$ cat src/rtl/assert_macros.svh
// Assertion macros shared by the ring request scheduler modules.
// Needs clk_i and rst_ni in the scope of the module that uses them.
`ifndef ASSERT_MACROS_SVH
`define ASSERT_MACROS_SVH

`ifndef SYNTHESIS

// Checked on every clock edge outside reset
`define RRS_ASSERT(lbl, prop, msg) \
  lbl: assert property (@(posedge clk_i) disable iff (!rst_ni) (prop)) else $error(msg);

// Checked on every clock edge, reset included
`define RRS_ASSERT_ALWAYS(lbl, prop, msg) \
  lbl: assert property (@(posedge clk_i) (prop)) else $error(msg);

`else

`define RRS_ASSERT(lbl, prop, msg)
`define RRS_ASSERT_ALWAYS(lbl, prop, msg)

`endif

`endif

$ cat src/rtl/rrs_pkg.sv
// Package of the ring request scheduler: sizes, codes and the command and
// status structs between controller and datapath. No dependencies.
`default_nettype none

package rrs_pkg;

  // Table geometry
  localparam int unsigned TABLE_DEPTH = 32;
  localparam int unsigned IDX_W       = $clog2(TABLE_DEPTH);
  localparam int unsigned CNT_W       = $clog2(TABLE_DEPTH + 1);
  localparam int unsigned ENTRY_W     = 10;   // kind (2) and station (8)

  // Port field widths
  localparam int unsigned STN_W  = 8;
  localparam int unsigned KIND_W = 2;
  localparam int unsigned OUT_W  = 6;

  // Ring distances run from -255 to 255; the sentinel stands in for "far"
  localparam int unsigned DIST_W = 11;
  localparam logic signed [DIST_W-1:0] FAR_DIST = {1'b0, {(DIST_W-1){1'b1}}};

  // Operation codes
  typedef enum logic [1:0] {
    OP_INSERT  = 2'd0,
    OP_PICK    = 2'd1,
    OP_STOP    = 2'd2,
    OP_PASSING = 2'd3
  } op_e;

  // Strategy codes
  localparam logic [1:0] MODE_FIFO    = 2'd0;
  localparam logic [1:0] MODE_NEAREST = 2'd1;
  localparam logic [1:0] MODE_SWEEP   = 2'd2;

  // Request kinds
  localparam logic [KIND_W-1:0] KIND_TARGET = 2'd2;

  // Configuration register indexes
  localparam logic CFG_MODE  = 1'b0;
  localparam logic CFG_TOTAL = 1'b1;

  // Reset values of the configuration registers
  localparam logic [1:0]       MODE_RESET  = MODE_FIFO;
  localparam logic [STN_W-1:0] TOTAL_RESET = 8'd10;

  // Controller states
  typedef enum logic [1:0] {
    ST_IDLE,
    ST_START,
    ST_SCAN,
    ST_DONE
  } state_e;

  // Controller to datapath
  typedef struct packed {
    logic capture;    // take the input item
    logic insert;     // append the captured request
    logic scan_init;  // clear the scan counters
    logic scan_run;   // walk the table one entry a cycle
    logic finish;     // commit the new entry count
    logic load_out;   // move the result to the output register
  } cmd_t;

  // Datapath to controller
  typedef struct packed {
    logic is_insert;
    logic scan_done;
    logic out_free;
  } sts_t;

endpackage

`default_nettype wire

$ cat src/rtl/ring_request_scheduler_top.sv
// Ring request scheduler, top level: controller and datapath.
// Depends on rrs_pkg, rrs_ctrl, rrs_dp (with rrs_ram).
//
// Use: one item on the input channel (in_valid_i / in_stall_o) carries an
// opcode and its arguments; the block answers with exactly one result item
// on the output channel (out_valid_o / out_stall_i). Configuration (mode and
// ring size) is written through cfg_valid_i / cfg_ready_o, cfg_index_i and
// cfg_data_i; the user must write it only while no item is in flight, as the
// block does not enforce this. cfg_ready_o is always high. An insert goes
// through the start and done states and its result is then loaded into the
// output register. Pick, serve stop and serve passing walk the request table
// through the single read port of the table RAM, one entry a cycle, before
// the done state. One item is worked on at a time; the next one is taken in
// the cycle after the result is loaded into the output register, even while
// the receiver is still stalling it. A stalled result holds; a finished item
// waits in the controller until the output register is free.
// Reset: the table is empty, mode is first-come first-served, the ring has
// ten stations. Table entries are not cleared; only the count is.
`default_nettype none

module ring_request_scheduler_top (
  input  wire logic                          clk_i,
  input  wire logic                          rst_ni,
  // configuration write
  input  wire logic                          cfg_valid_i,
  output logic                               cfg_ready_o,
  input  wire logic                          cfg_index_i,
  input  wire logic [rrs_pkg::STN_W-1:0]     cfg_data_i,
  // input items
  input  wire logic                          in_valid_i,
  output logic                               in_stall_o,
  input  wire logic [1:0]                    opcode_i,
  input  wire logic [rrs_pkg::STN_W-1:0]     req_station_i,
  input  wire logic [rrs_pkg::KIND_W-1:0]    req_kind_i,
  input  wire logic [rrs_pkg::STN_W-1:0]     now_station_i,
  input  wire logic                          direction_i,
  // result items
  output logic                               out_valid_o,
  input  wire logic                          out_stall_i,
  output logic      [rrs_pkg::OUT_W-1:0]     chosen_index_o,
  output logic      [rrs_pkg::OUT_W-1:0]     removed_count_o,
  output logic      [rrs_pkg::OUT_W-1:0]     pending_count_o,
  output logic                               full_error_o
);

  import rrs_pkg::*;

  cmd_t cmd;
  sts_t sts;

  assign cfg_ready_o = 1'b1;

  rrs_ctrl u_ctrl (
    .clk_i      (clk_i),
    .rst_ni     (rst_ni),
    .in_valid_i (in_valid_i),
    .in_stall_o (in_stall_o),
    .sts_i      (sts),
    .cmd_o      (cmd)
  );

  rrs_dp u_dp (
    .clk_i           (clk_i),
    .rst_ni          (rst_ni),
    .cfg_we_i        (cfg_valid_i && cfg_ready_o),
    .cfg_index_i     (cfg_index_i),
    .cfg_data_i      (cfg_data_i),
    .opcode_i        (opcode_i),
    .req_station_i   (req_station_i),
    .req_kind_i      (req_kind_i),
    .now_station_i   (now_station_i),
    .direction_i     (direction_i),
    .out_valid_o     (out_valid_o),
    .out_stall_i     (out_stall_i),
    .chosen_index_o  (chosen_index_o),
    .removed_count_o (removed_count_o),
    .pending_count_o (pending_count_o),
    .full_error_o    (full_error_o),
    .cmd_i           (cmd),
    .sts_o           (sts)
  );

endmodule

`default_nettype wire

$ cat src/rtl/rrs_ram.sv
// Generic single write port, single read port RAM with registered read.
// No dependencies.
`default_nettype none

module rrs_ram #(
  parameter int unsigned Width = 10,
  parameter int unsigned Depth = 32
) (
  input  wire logic                     clk_i,
  input  wire logic                     we_i,
  input  wire logic [$clog2(Depth)-1:0] waddr_i,
  input  wire logic [Width-1:0]         wdata_i,
  input  wire logic [$clog2(Depth)-1:0] raddr_i,
  output logic      [Width-1:0]         rdata_o
);

  logic [Width-1:0] mem_q [Depth];
  logic [Width-1:0] rdata_q;

  always_ff @(posedge clk_i) begin
    if (we_i) begin
      mem_q[waddr_i] <= wdata_i;
    end
    rdata_q <= mem_q[raddr_i];
  end

  assign rdata_o = rdata_q;

endmodule

`default_nettype wire

$ cat src/rtl/rrs_ctrl.sv
// Controller of the ring request scheduler: sequences insert, table scan
// and result hand-off. Depends on rrs_pkg and assert_macros.svh.
`default_nettype none
`include "assert_macros.svh"

module rrs_ctrl (
  input  wire logic          clk_i,
  input  wire logic          rst_ni,
  input  wire logic          in_valid_i,
  output logic               in_stall_o,
  input  wire rrs_pkg::sts_t sts_i,
  output rrs_pkg::cmd_t      cmd_o
);

  import rrs_pkg::*;

  state_e state_q, state_d;

  // State register
  always_ff @(posedge clk_i or negedge rst_ni) begin
    if (!rst_ni) begin
      state_q <= ST_IDLE;
    end else begin
      state_q <= state_d;
    end
  end

  // Next state
  always_comb begin
    state_d = state_q;
    unique case (state_q)
      ST_IDLE: begin
        if (in_valid_i) state_d = ST_START;
      end
      ST_START: begin
        state_d = sts_i.is_insert ? ST_DONE : ST_SCAN;
      end
      ST_SCAN: begin
        if (sts_i.scan_done) state_d = ST_DONE;
      end
      ST_DONE: begin
        if (sts_i.out_free) state_d = ST_IDLE;
      end
      default: state_d = ST_IDLE;
    endcase
  end

  // Outputs
  always_comb begin
    cmd_o      = '0;
    in_stall_o = 1'b1;
    unique case (state_q)
      ST_IDLE: begin
        in_stall_o    = 1'b0;
        cmd_o.capture = in_valid_i;
      end
      ST_START: begin
        cmd_o.insert    = sts_i.is_insert;
        cmd_o.scan_init = !sts_i.is_insert;
      end
      ST_SCAN: begin
        cmd_o.scan_run = 1'b1;
        cmd_o.finish   = sts_i.scan_done;
      end
      ST_DONE: begin
        cmd_o.load_out = sts_i.out_free;
      end
      default: cmd_o = '0;
    endcase
  end

  `RRS_ASSERT(a_accept_starts, (in_valid_i && !in_stall_o) |=> (state_q == ST_START), "accepted item did not start")
  `RRS_ASSERT(a_scan_one_cmd, !(cmd_o.scan_init && cmd_o.scan_run), "scan init and run together")

endmodule

`default_nettype wire

$ cat src/rtl/rrs_dp.sv
// Datapath of the ring request scheduler: request table RAM, scan counters,
// distance compare, compaction and the output register.
// Depends on rrs_pkg, rrs_ram and assert_macros.svh.
`default_nettype none
`include "assert_macros.svh"

module rrs_dp (
  input  wire logic                        clk_i,
  input  wire logic                        rst_ni,
  // configuration
  input  wire logic                        cfg_we_i,
  input  wire logic                        cfg_index_i,
  input  wire logic [rrs_pkg::STN_W-1:0]   cfg_data_i,
  // input item
  input  wire logic [1:0]                  opcode_i,
  input  wire logic [rrs_pkg::STN_W-1:0]   req_station_i,
  input  wire logic [rrs_pkg::KIND_W-1:0]  req_kind_i,
  input  wire logic [rrs_pkg::STN_W-1:0]   now_station_i,
  input  wire logic                        direction_i,
  // result item
  output logic                             out_valid_o,
  input  wire logic                        out_stall_i,
  output logic      [rrs_pkg::OUT_W-1:0]   chosen_index_o,
  output logic      [rrs_pkg::OUT_W-1:0]   removed_count_o,
  output logic      [rrs_pkg::OUT_W-1:0]   pending_count_o,
  output logic                             full_error_o,
  // controller
  input  wire rrs_pkg::cmd_t               cmd_i,
  output rrs_pkg::sts_t                    sts_o
);

  import rrs_pkg::*;

  // Configuration registers
  logic [1:0]       mode_q;
  logic [STN_W-1:0] total_q;

  always_ff @(posedge clk_i or negedge rst_ni) begin
    if (!rst_ni) begin
      mode_q  <= MODE_RESET;
      total_q <= TOTAL_RESET;
    end else if (cfg_we_i) begin
      unique case (cfg_index_i)
        CFG_MODE:  mode_q  <= cfg_data_i[1:0];
        CFG_TOTAL: total_q <= cfg_data_i;
        default:   mode_q  <= mode_q;
      endcase
    end
  end

  // Captured item
  op_e               op_q;
  logic [STN_W-1:0]  rs_q;
  logic [KIND_W-1:0] rk_q;
  logic [STN_W-1:0]  now_q;
  logic              dir_q;

  always_ff @(posedge clk_i) begin
    if (cmd_i.capture) begin
      op_q  <= op_e'(opcode_i);
      rs_q  <= req_station_i;
      rk_q  <= req_kind_i;
      now_q <= now_station_i;
      dir_q <= direction_i;
    end
  end

  logic is_serve;
  assign is_serve = (op_q == OP_STOP) || (op_q == OP_PASSING);

  // Scan state: issue counter, read pipeline, kept count, best pick
  logic [CNT_W-1:0]        cnt_q, issue_q, kept_q, best_q, removed_q;
  logic                    p_q;
  logic [IDX_W-1:0]        pidx_q;
  logic signed [DIST_W-1:0] gap_q;
  logic                    full_q;

  logic [ENTRY_W-1:0] rdata;
  logic [STN_W-1:0]   e_stn;
  logic [KIND_W-1:0]  e_kind;
  assign e_stn  = rdata[STN_W-1:0];
  assign e_kind = rdata[ENTRY_W-1:STN_W];

  logic issue_ok, tbl_full;
  assign issue_ok = issue_q != cnt_q;
  assign tbl_full = cnt_q == CNT_W'(TABLE_DEPTH);

  // Ring distances of the entry coming out of the RAM
  logic signed [DIST_W-1:0] s_w, n_w, t_w, d_cw, d_ccw, d_dir;
  assign s_w   = DIST_W'(e_stn);
  assign n_w   = DIST_W'(now_q);
  assign t_w   = DIST_W'(total_q);
  assign d_cw  = (s_w > n_w) ? (s_w - n_w) : (t_w - n_w + s_w);
  assign d_ccw = (s_w < n_w) ? (n_w - s_w) : (n_w + t_w - s_w);
  assign d_dir = dir_q ? d_ccw : d_cw;

  // Pick update for this entry
  logic                     take;
  logic signed [DIST_W-1:0] take_dist;
  always_comb begin
    take      = 1'b0;
    take_dist = d_cw;
    case (mode_q)
      MODE_NEAREST: begin
        if (d_cw <= d_ccw) begin
          take      = d_cw <= gap_q;
          take_dist = d_cw;
        end else begin
          take      = d_ccw < gap_q;
          take_dist = d_ccw;
        end
      end
      MODE_SWEEP: begin
        take      = d_dir < gap_q;
        take_dist = d_dir;
      end
      default: take = 1'b0;
    endcase
  end

  // Drop decision for compaction
  logic drop;
  always_comb begin
    drop = 1'b0;
    if (e_stn == now_q) begin
      if (op_q == OP_STOP) begin
        drop = 1'b1;
      end else begin
        case (mode_q)
          MODE_SWEEP:   drop = 1'b1;
          MODE_NEAREST: drop = (e_kind == KIND_TARGET) || (e_kind == KIND_W'(dir_q));
          default:      drop = 1'b0;
        endcase
      end
    end
  end

  logic proc;
  assign proc = cmd_i.scan_run && p_q;

  // Control registers of the table and the scan
  always_ff @(posedge clk_i or negedge rst_ni) begin
    if (!rst_ni) begin
      cnt_q     <= '0;
      issue_q   <= '0;
      kept_q    <= '0;
      best_q    <= '0;
      removed_q <= '0;
      p_q       <= 1'b0;
      pidx_q    <= '0;
      gap_q     <= FAR_DIST;
      full_q    <= 1'b0;
    end else begin
      if (cmd_i.insert) begin
        full_q <= tbl_full;
        if (!tbl_full) cnt_q <= cnt_q + 1'b1;
      end
      if (cmd_i.scan_init) begin
        issue_q <= '0;
        kept_q  <= '0;
        best_q  <= '0;
        gap_q   <= FAR_DIST;
        p_q     <= 1'b0;
      end
      if (cmd_i.scan_run) begin
        p_q <= issue_ok;
        if (issue_ok) begin
          issue_q <= issue_q + 1'b1;
          pidx_q  <= issue_q[IDX_W-1:0];
        end
      end
      if (proc) begin
        if (!drop) kept_q <= kept_q + 1'b1;
        if (take) begin
          gap_q  <= take_dist;
          best_q <= CNT_W'(pidx_q) + 1'b1;
        end
      end
      if (cmd_i.finish && is_serve) begin
        cnt_q     <= kept_q;
        removed_q <= cnt_q - kept_q;
      end
    end
  end

  // Table RAM: appends on insert, compaction writes during serve scans
  logic             ram_we;
  logic [IDX_W-1:0] ram_waddr;
  always_comb begin
    if (cmd_i.insert) begin
      ram_we    = !tbl_full;
      ram_waddr = cnt_q[IDX_W-1:0];
    end else begin
      ram_we    = proc && is_serve && !drop;
      ram_waddr = kept_q[IDX_W-1:0];
    end
  end

  logic [ENTRY_W-1:0] ram_wdata;
  assign ram_wdata = cmd_i.insert ? {rk_q, rs_q} : rdata;

  rrs_ram #(
    .Width (ENTRY_W),
    .Depth (TABLE_DEPTH)
  ) u_ram (
    .clk_i   (clk_i),
    .we_i    (ram_we),
    .waddr_i (ram_waddr),
    .wdata_i (ram_wdata),
    .raddr_i (issue_q[IDX_W-1:0]),
    .rdata_o (rdata)
  );

  // Result of the pick
  logic [CNT_W-1:0] pick_res;
  always_comb begin
    case (mode_q) inside
      MODE_FIFO:    pick_res = (cnt_q != '0) ? CNT_W'(1) : '0;
      MODE_NEAREST,
      MODE_SWEEP:   pick_res = best_q;
      default:      pick_res = '0;
    endcase
  end

  // Output register
  logic             out_valid_q;
  logic [OUT_W-1:0] chosen_q, rem_out_q, pend_q;
  logic             full_out_q;

  always_ff @(posedge clk_i or negedge rst_ni) begin
    if (!rst_ni) begin
      out_valid_q <= 1'b0;
    end else if (cmd_i.load_out) begin
      out_valid_q <= 1'b1;
    end else if (!out_stall_i) begin
      out_valid_q <= 1'b0;
    end
  end

  always_ff @(posedge clk_i) begin
    if (cmd_i.load_out) begin
      chosen_q   <= (op_q == OP_PICK) ? OUT_W'(pick_res) : '0;
      rem_out_q  <= is_serve ? OUT_W'(removed_q) : '0;
      pend_q     <= OUT_W'(cnt_q);
      full_out_q <= (op_q == OP_INSERT) && full_q;
    end
  end

  assign out_valid_o     = out_valid_q;
  assign chosen_index_o  = chosen_q;
  assign removed_count_o = rem_out_q;
  assign pending_count_o = pend_q;
  assign full_error_o    = full_out_q;

  // Status to the controller
  assign sts_o.is_insert = op_q == OP_INSERT;
  assign sts_o.scan_done = !issue_ok && !p_q;
  assign sts_o.out_free  = !out_valid_q || !out_stall_i;

  `RRS_ASSERT_ALWAYS(a_cnt_bound, cnt_q <= CNT_W'(TABLE_DEPTH), "entry count beyond table depth")
  `RRS_ASSERT(a_compact_behind, (proc && is_serve) |-> (CNT_W'(pidx_q) >= kept_q), "compaction write ahead of read")
  `RRS_ASSERT(a_load_free, cmd_i.load_out |-> (!out_valid_q || !out_stall_i), "result overwritten while stalled")
  `RRS_ASSERT(a_issue_bound, cmd_i.scan_run |-> (issue_q <= cnt_q), "scan read beyond the entries")

endmodule

`default_nettype wire
$ cat config.mk
export PLATFORM = sky130hd
export DESIGN_NAME = ring_request_scheduler_top
export DESIGN_NICKNAME = d
export VERILOG_FILES = /design/src/rtl/rrs_pkg.sv /design/src/rtl/ring_request_scheduler_top.sv /design/src/rtl/rrs_ram.sv /design/src/rtl/rrs_ctrl.sv /design/src/rtl/rrs_dp.sv
export VERILOG_INCLUDE_DIRS = /design/src /design/src/rtl
export SDC_FILE = /design/constraint.sdc
export NUM_CORES = 1
export LEC_CHECK = 0
export ABC_AREA = 1
export BUFFER_PORTS_ARGS = -buffer_cell sky130_fd_sc_hd__buf_4
export CAP_MARGIN = 5
export CELL_PAD_IN_SITES_DETAIL_PLACEMENT = 0
export CELL_PAD_IN_SITES_GLOBAL_PLACEMENT = 2
export CORE_MARGIN = 8
export CORE_UTILIZATION = 35
export CTS_CLUSTER_DIAMETER = 40
export DETAILED_ROUTE_END_ITERATION = 10
export HOLD_SLACK_MARGIN = 0.08
export MAX_ROUTING_LAYER = met4
export PLACE_DENSITY = 0.73
export SETUP_SLACK_MARGIN = 0.3
export SLEW_MARGIN = 40
export SYNTH_ARGS = -nofsm -noshare
export SYNTH_HDL_FRONTEND = slang
export SYNTH_SLANG_ARGS = --single-unit
$ cat constraint.sdc
create_clock -name clk_i -period 6.2 [get_ports clk_i]
set_input_delay 0.62 -clock clk_i [delete_from_list [all_inputs] [get_ports clk_i]]
set_output_delay 0.62 -clock clk_i [all_outputs]
set_load 0.1 [all_outputs]
# Yosys cells after proc, flatten, opt, wreduce, memory -nomap -nowiden
# Memories as Yosys holds them, arrays and structs flattened. A register that Yosys moved wholly into a read port is not among the register bits.
# Cells that the tools add are included.
# totals
wordCells,134
reg_bits,101
ram_bits,320
input_bits,35
memories,1
# classes
add_sub_neg,11
n_reduce_logical,28
magnitude_cmp,6
bitwise_logic,1
eq_ne,18
n_mux,47
# mem_list
memory,words,width,read_ports,rd_clocked_by_memory_dff,write_ports,line_no,text
u_dp.u_ram.mem_q,32,10,1,1,1,rrs_ram.sv:17,logic [Width-1:0] mem_q [Depth];
# op_table
cell,n
2-to-1 mux 6 bit,14
2-to-1 mux 11 bit,7
subtractor 8 x 8 -> 9 bit,3
<= comparator 11 bit,2
< comparator 11 bit,2
one-hot mux 11 bit (2 select lines),1
adder 6 x 1 -> 6 bit (second input constant),3
2-to-1 mux 1 bit,15
equality test 2 bit (second input constant),6
adder 11 x 9 -> 11 bit,1
subtractor 11 x 9 -> 11 bit,1
2-to-1 mux 10 bit,1
2-to-1 mux 2 bit,5
adder 8 x 8 -> 9 bit,1
equality test 8 bit,1
> comparator 8 bit,1
< comparator 8 bit,1
one-hot mux 2 bit (4 select lines),1
AND reduction 2 bit,4
logical NOT 1 bit,7
adder 5 x 1 -> 6 bit (second input constant),1
equality test 2 x 1 -> 1 bit (second input constant),3
equality test 6 bit (second input constant),1
logical AND 1 bit,6
14 further kinds,23

# Logic depth before layout (Yosys ltp)
# logic_depth
word_depth,10
mapped_depth,36
ltp_nobuf,35

# Modules after synthesis
# From an unflattened synthesis, not the netlist that was laid out.
# unflattened
hier_cells,2207
area_unflattened_um2,21645.8
# modules_own_cells
module,area_each_um2,n_inst,seq_area_each_um2,cells_each
rrs_ram,13330.3,1,9809.4,1140
rrs_dp,8046.5,1,2692.6,1025
rrs_ctrl,257.7,1,50.0,40
ring_request_scheduler_top,11.3,1,0.0,2

# Worst setup path after synthesis
# OpenSTA, ideal clock, no wires.
# synth_path
path_type,register to register
start,register u_dp.now_q[1]
end,register u_dp.best_q[2]
arrival_time_ns,4.562
setup_time_ns,0.119
setup_slack_ns,1.519
synth_period_minus_slack_ns,4.681
stages_incl_launch_ff,30
t_required_ns,6.081
path_cell_list,edfxtp_1 inv_1 ha_1 o31ai_1 a21oi_1 o21ai_0 xor2_1 inv_1 ha_1 a21oi_1 nand2_1 nand2_1 nand2_1 a21oi_1 xor2_1 a21oi_1 ha_1 a21oi_1 nor2_1 a2111oi_0 nand2_1 nand2_1 nand2_1 nand4_1 nand3_2 nand2_4 nand2_4 buf_6 nand3_1 o21ai_2
# synth_between
elab_chain_len,8
elab_cells_between_ends,19
classes_between,6 x add/sub; 6 x order compare; 7 x mux
# synth_lines
element,line_no,text
start: declaration,rrs_dp.sv:55,logic [STN_W-1:0] now_q;
start signal: assignment,rrs_dp.sv:63,now_q <= now_station_i;
subtractor 8 x 8 -> 9 bit / adder 8 x 8 -> 9 bit (equally long branches),"rrs_dp.sv:93, rrs_dp.sv:94",
adder 11 x 9 -> 11 bit / subtractor 11 x 9 -> 11 bit (equally long branches),"rrs_dp.sv:93, rrs_dp.sv:94",
2-to-1 mux 11 bit (on tied branches),"rrs_dp.sv:93, rrs_dp.sv:94",
2-to-1 mux 11 bit (tied with other cells),rrs_dp.sv:95,assign d_dir = dir_q ? d_ccw : d_cw;
< comparator 11 bit / 2-to-1 mux 1 bit (equally long branches),"rrs_dp.sv:114, rrs_dp.sv:105",
one-hot mux 1 bit (2 select lines) (*),rrs_dp.sv:103,case (mode_q)
2-to-1 mux 6 bit (*),rrs_dp.sv:174,if (take) begin
2-to-1 mux 6 bit (*),rrs_dp.sv:172,if (proc) begin
end signal: assignment,rrs_dp.sv:176,best_q <= CNT_W'(pidx_q) + 1'b1;
end: declaration,rrs_dp.sv:72,"logic [CNT_W-1:0] cnt_q, issue_q, kept_q, best_q, removed_q;"
# Mark *: on every way between the ends. The rest lies on a longest branch, timed or not.
# A chain may end at the register's enable or synchronous reset.

# Worst setup path in the final report
# layout_path
start,register u_dp.now_q[2]
end,register u_dp.best_q[4]
# Same word-level chain as after synthesis.

==> results.py <==
metrics = {
    "critical_path": {
        "regToRegSetupSlack_ns": 0.82,
        "r2r-start": "u_dp.now_q[2]",
        "cpMaxStageDelayCell": "edfxtp_1",
        "crit_top_cell": "nand2_1",
        "crit_required_ns": 6.68,
        "r2r_end": "u_dp.best_q[4]",
        "crit_path_max_fanout": 22,
        "end_kind": "flip-flop",
        "slowest_delay_ns": 0.42,
        "reg2reg_depth": 28,
        "path_class": "flip-flop to flip-flop",
        "worstSetupStartpointType": "flip-flop",
        "worstPathArrival_ns": 5.85,
    },
    "clock_tree": {
        "clk_pin_slew_ns": 0.05,
        "insertion_delay_ns": 0.61,
        "cts_root_buf": "clkbuf_16",
        "clockBufferDepth": 3,
        "cts_buffers": 74,
        "cts_tree": "built",
        "clock-sinks": 431,
        "htreeDepth": 3,
    },
    "synth": {
        "yosysMostFrequentCell": "edfxtp_1",
        "syn_area_per_cell_sq_um": 10.5,
        "synth-seq-area-share_pct": 59.6,
        "ys.flop_type": "edfxtp_1",
        "synth-async-reset-ratio_pct": 14.2,
        "yosysUniqueCellTypes": 54,
        "synth_area_sq_um": 21100,
        "yosys-top-cells-count": "360 x edfxtp_1, 278 x nor2_1, 277 x nand2_1",
        "synth_enable_flop_cells": 360,
        "synth.area.top_cells": "edfxtp_1 51%, ha_1 6.4%, dfrtp_1 5.8%, o21ai_0 5.6%, nor2_1 5.0%",
        "synth_nets": 2163,
        "synth_top_area_cell": "edfxtp_1",
        "synth_seq_cells": 431,
        "synth_top_area_share_pct": 51.3,
        "syn_inst": 2014,
        "ys_warn_count": 0,
    },
    "timing": {
        "slew_viol_final": 0,
        "tns_ns": 0,
        "tightestPinTransition_ns": 0.801,
        "fmax_mhz": 186,
        "rsz0062_at_grt": "no",
        "whs_ns": 0.199,
        "setup_viol": 0,
        "period_needed_ns": 5.38,
        "final_hold_viol_count": 0,
        "setup_ws_ns": 0.823,
        "fin_skew_ns": 0.0262,
        "slew_headroom_pct": 46.6,
        "post-route-period-util_pct": 86.7,
    },
    "route": {
        "routed_wl_um": 61700,
        "num_vias": 15000,
        "ant_nets": 0,
        "drc": 0,
        "dr.pass1.iters": 5,
        "viasPerCell": 5.11,
        "drtIter0Drc": 997,
        "wire_per_inst_um": 21.0,
    },
    "floorplanning": {
        "core_sq_um": 59900,
        "die_area_sq_um": 68300,
        "fp.dieH_um": 261,
        "initial_core_util_pct": 35.2,
        "boundaryPins": 57,
        "num_rows": 90,
        "die_x_um": 261,
    },
    "pwr": {
        "p_leak_nw": 9.80,
        "power_density_nw_per_um2": 620,
        "max-vdd-ir-drop_v": 0.000478,
    },
    "place": {
        "hpwl_um": 40800,
        "dpl.cell_count": 2803,
        "place_ws_ns": 0.641,
        "gp_congestion": 0.905,
        "port-buffer-count": 55,
    },
    "global_routing": {
        "antenna_found_initial": 0,
        "gr-total-overflow": 0,
        "busiest_layer": "met2",
        "met3_usage_pct": 2.64,
        "grt_max_degree": 76,
        "grt_pass1_wl_um": 92900,
        "grt_pass1_vias": 14800,
        "grt_use_total_pct": 18.5,
        "grt.met1_usage_pct": 23.9,
        "use_met2_pct": 30.5,
    },
    "layout": {
        "finish.utilization_pct": 41.9,
        "fin_cells": 2943,
        "areaGrowthSynthToFinish_pct": 19.2,
        "drive_gt1_share_pct": 14.0,
        "nNetsFinal": 2249,
    },
    "hold_path": {
        "hold_depth": 1,
        "hold_class": "primary input to flip-flop",
        "hold_end": "u_dp.now_q[6]",
        "min_from": "now_station_i[6]",
    },
    "outcome": {
        "status": "completed",
    },
    "run": {
        "max_cap_violations": 0,
    },
}
## sequential cells by signal, indices dropped and copies added (netlist names), 2 cells and up
signal and flops:
u_dp.issue_q 6, u_dp.total_q 8, u_dp.u_ram.mem_q 320, u_dp.gap_q 11, u_dp.best_q 6, u_dp.kept_q 6
u_dp.op_q 2, u_dp.mode_q 2, u_dp.rs_q 8, u_ctrl.state_q 2, u_dp.removed_count_o 6, u_dp.removed_q 6
u_dp.cnt_q 6, u_dp.pidx_q 5, u_dp.rk_q 2, u_dp.u_ram.rdata_o 10, u_dp.now_q 8, u_dp.pending_count_o 6
u_dp.chosen_index_o 6
## critical path: cells and delay by family (launching register included)
kind                       cells  cell delay [ns]
and+or+nand+nor               12             1.27
AOI/OAI and AO/OA              9             2.10
xor gates and xnor gates       2             0.28
DFF                            1             0.42
buffers and inverters          2             0.14
adders and majority gates      3             1.06
## through the flow
step,power (mW),area (sq um)
6_report,15.6,25100
2_1_floorplan,9.10,21100
3_5_place_dp,11.5,22500
3_3_place_gp,11.4,22500
4_1_cts,15.7,25100
5_1_grt,16.6,25100
## worst max path at each step
stage                     depth (start not counted)     startpoint        endpoint
final                                            28  u_dp.now_q[2]  u_dp.best_q[4]
after global routing                             30  u_dp.now_q[2]  u_dp.best_q[4]
after CTS                                        28  u_dp.now_q[1]  u_dp.best_q[4]
after detailed placement                         28  u_dp.now_q[1]  u_dp.best_q[4]
after global placement                           28  u_dp.now_q[1]   u_dp.gap_q[0]
after floorplan                                  29  u_dp.now_q[1]  u_dp.best_q[2]
## placed cells by master, fill, tap and decap left out, drive strengths merged, types with 2 or more instances in the layout
cell / netlist / final
edfxtp: 360 / 360
nand2: 286 / 286
nor2: 279 / 279
o21ai: 249 / 249
inv: 177 / 189
ha: 107 / 107
buf: 16 / 105
a21oi: 81 / 81
clkbuf: 80 / 80
nand3: 57 / 57
o22ai: 54 / 54
dfrtp: 49 / 49
xor2: 33 / 33
o221ai: 29 / 29
clkinv: 1 / 26
nand4: 16 / 16
nor3: 13 / 13
o211ai: 12 / 12
dfstp: 12 / 12
xnor2: 11 / 11
a31oi: 10 / 10
bufinv: 0 / 10
dfxtp: 10 / 10
a221oi: 9 / 9
clkinvlp: 0 / 9
a32oi: 8 / 8
fa: 7 / 7
mux2: 6 / 6
o31ai: 6 / 6
nand3b: 6 / 6
or2: 5 / 5
o21bai: 4 / 4
nor4: 4 / 4
a211oi: 3 / 3
a21boi: 2 / 2
and2: 2 / 2
o21a: 2 / 2
nor3b: 2 / 2
## kinds of logic (layout without fill, tap and decap cells)
kind of cell / after synthesis / after routing / share of synthesized area (%)
other cells: 1 / 2 / 0.0178
simple gates: 671 / 671 / 13.2
xor+xnor: 44 / 44 / 1.83
buf+inv: 274 / 420 / 5.07
flops: 431 / 431 / 59.6
mux: 6 / 6 / 0.321
fa+ha+maj: 114 / 114 / 7.02
compound gates: 473 / 473 / 12.9
## per-layer routing
metal	part of all wire [%]	up-vias
met1	45	7354
met2	49	310
met4	2.2	0
met5	0	-
met3	3.9	93
li1	-	7270
## area by class of cell
| cell class | count | area [sq um] |
|---|---|---|
| repair buffers | 106 | 802 |
| diodes | 1 | 2.50 |
| clock buffers | 80 | 1920 |
| inverters | 178 | 671 |
| fillers | 5765 | 34800 |
| clock inverters | 56 | 642 |
| flip-flops and latches | 431 | 12600 |
| well taps | 782 | 978 |
| multi-input cells | 1309 | 7540 |
## report_power, final
part	internal (mW)	switching, mW	total [mW]
clock network	2.68	1.48	4.16
logic	2.17	5.13	7.29
registers	3.82	0.298	4.12
total	8.67	6.90	15.6
## timing repair
action	in CTS	in global routing
hold endpoints to repair	49	0
buffers inserted	0	2
gates resized for setup	0	7
hold buffers	1	0
setup endpoints to repair	0	17
(Power assumes the default switching activity.)
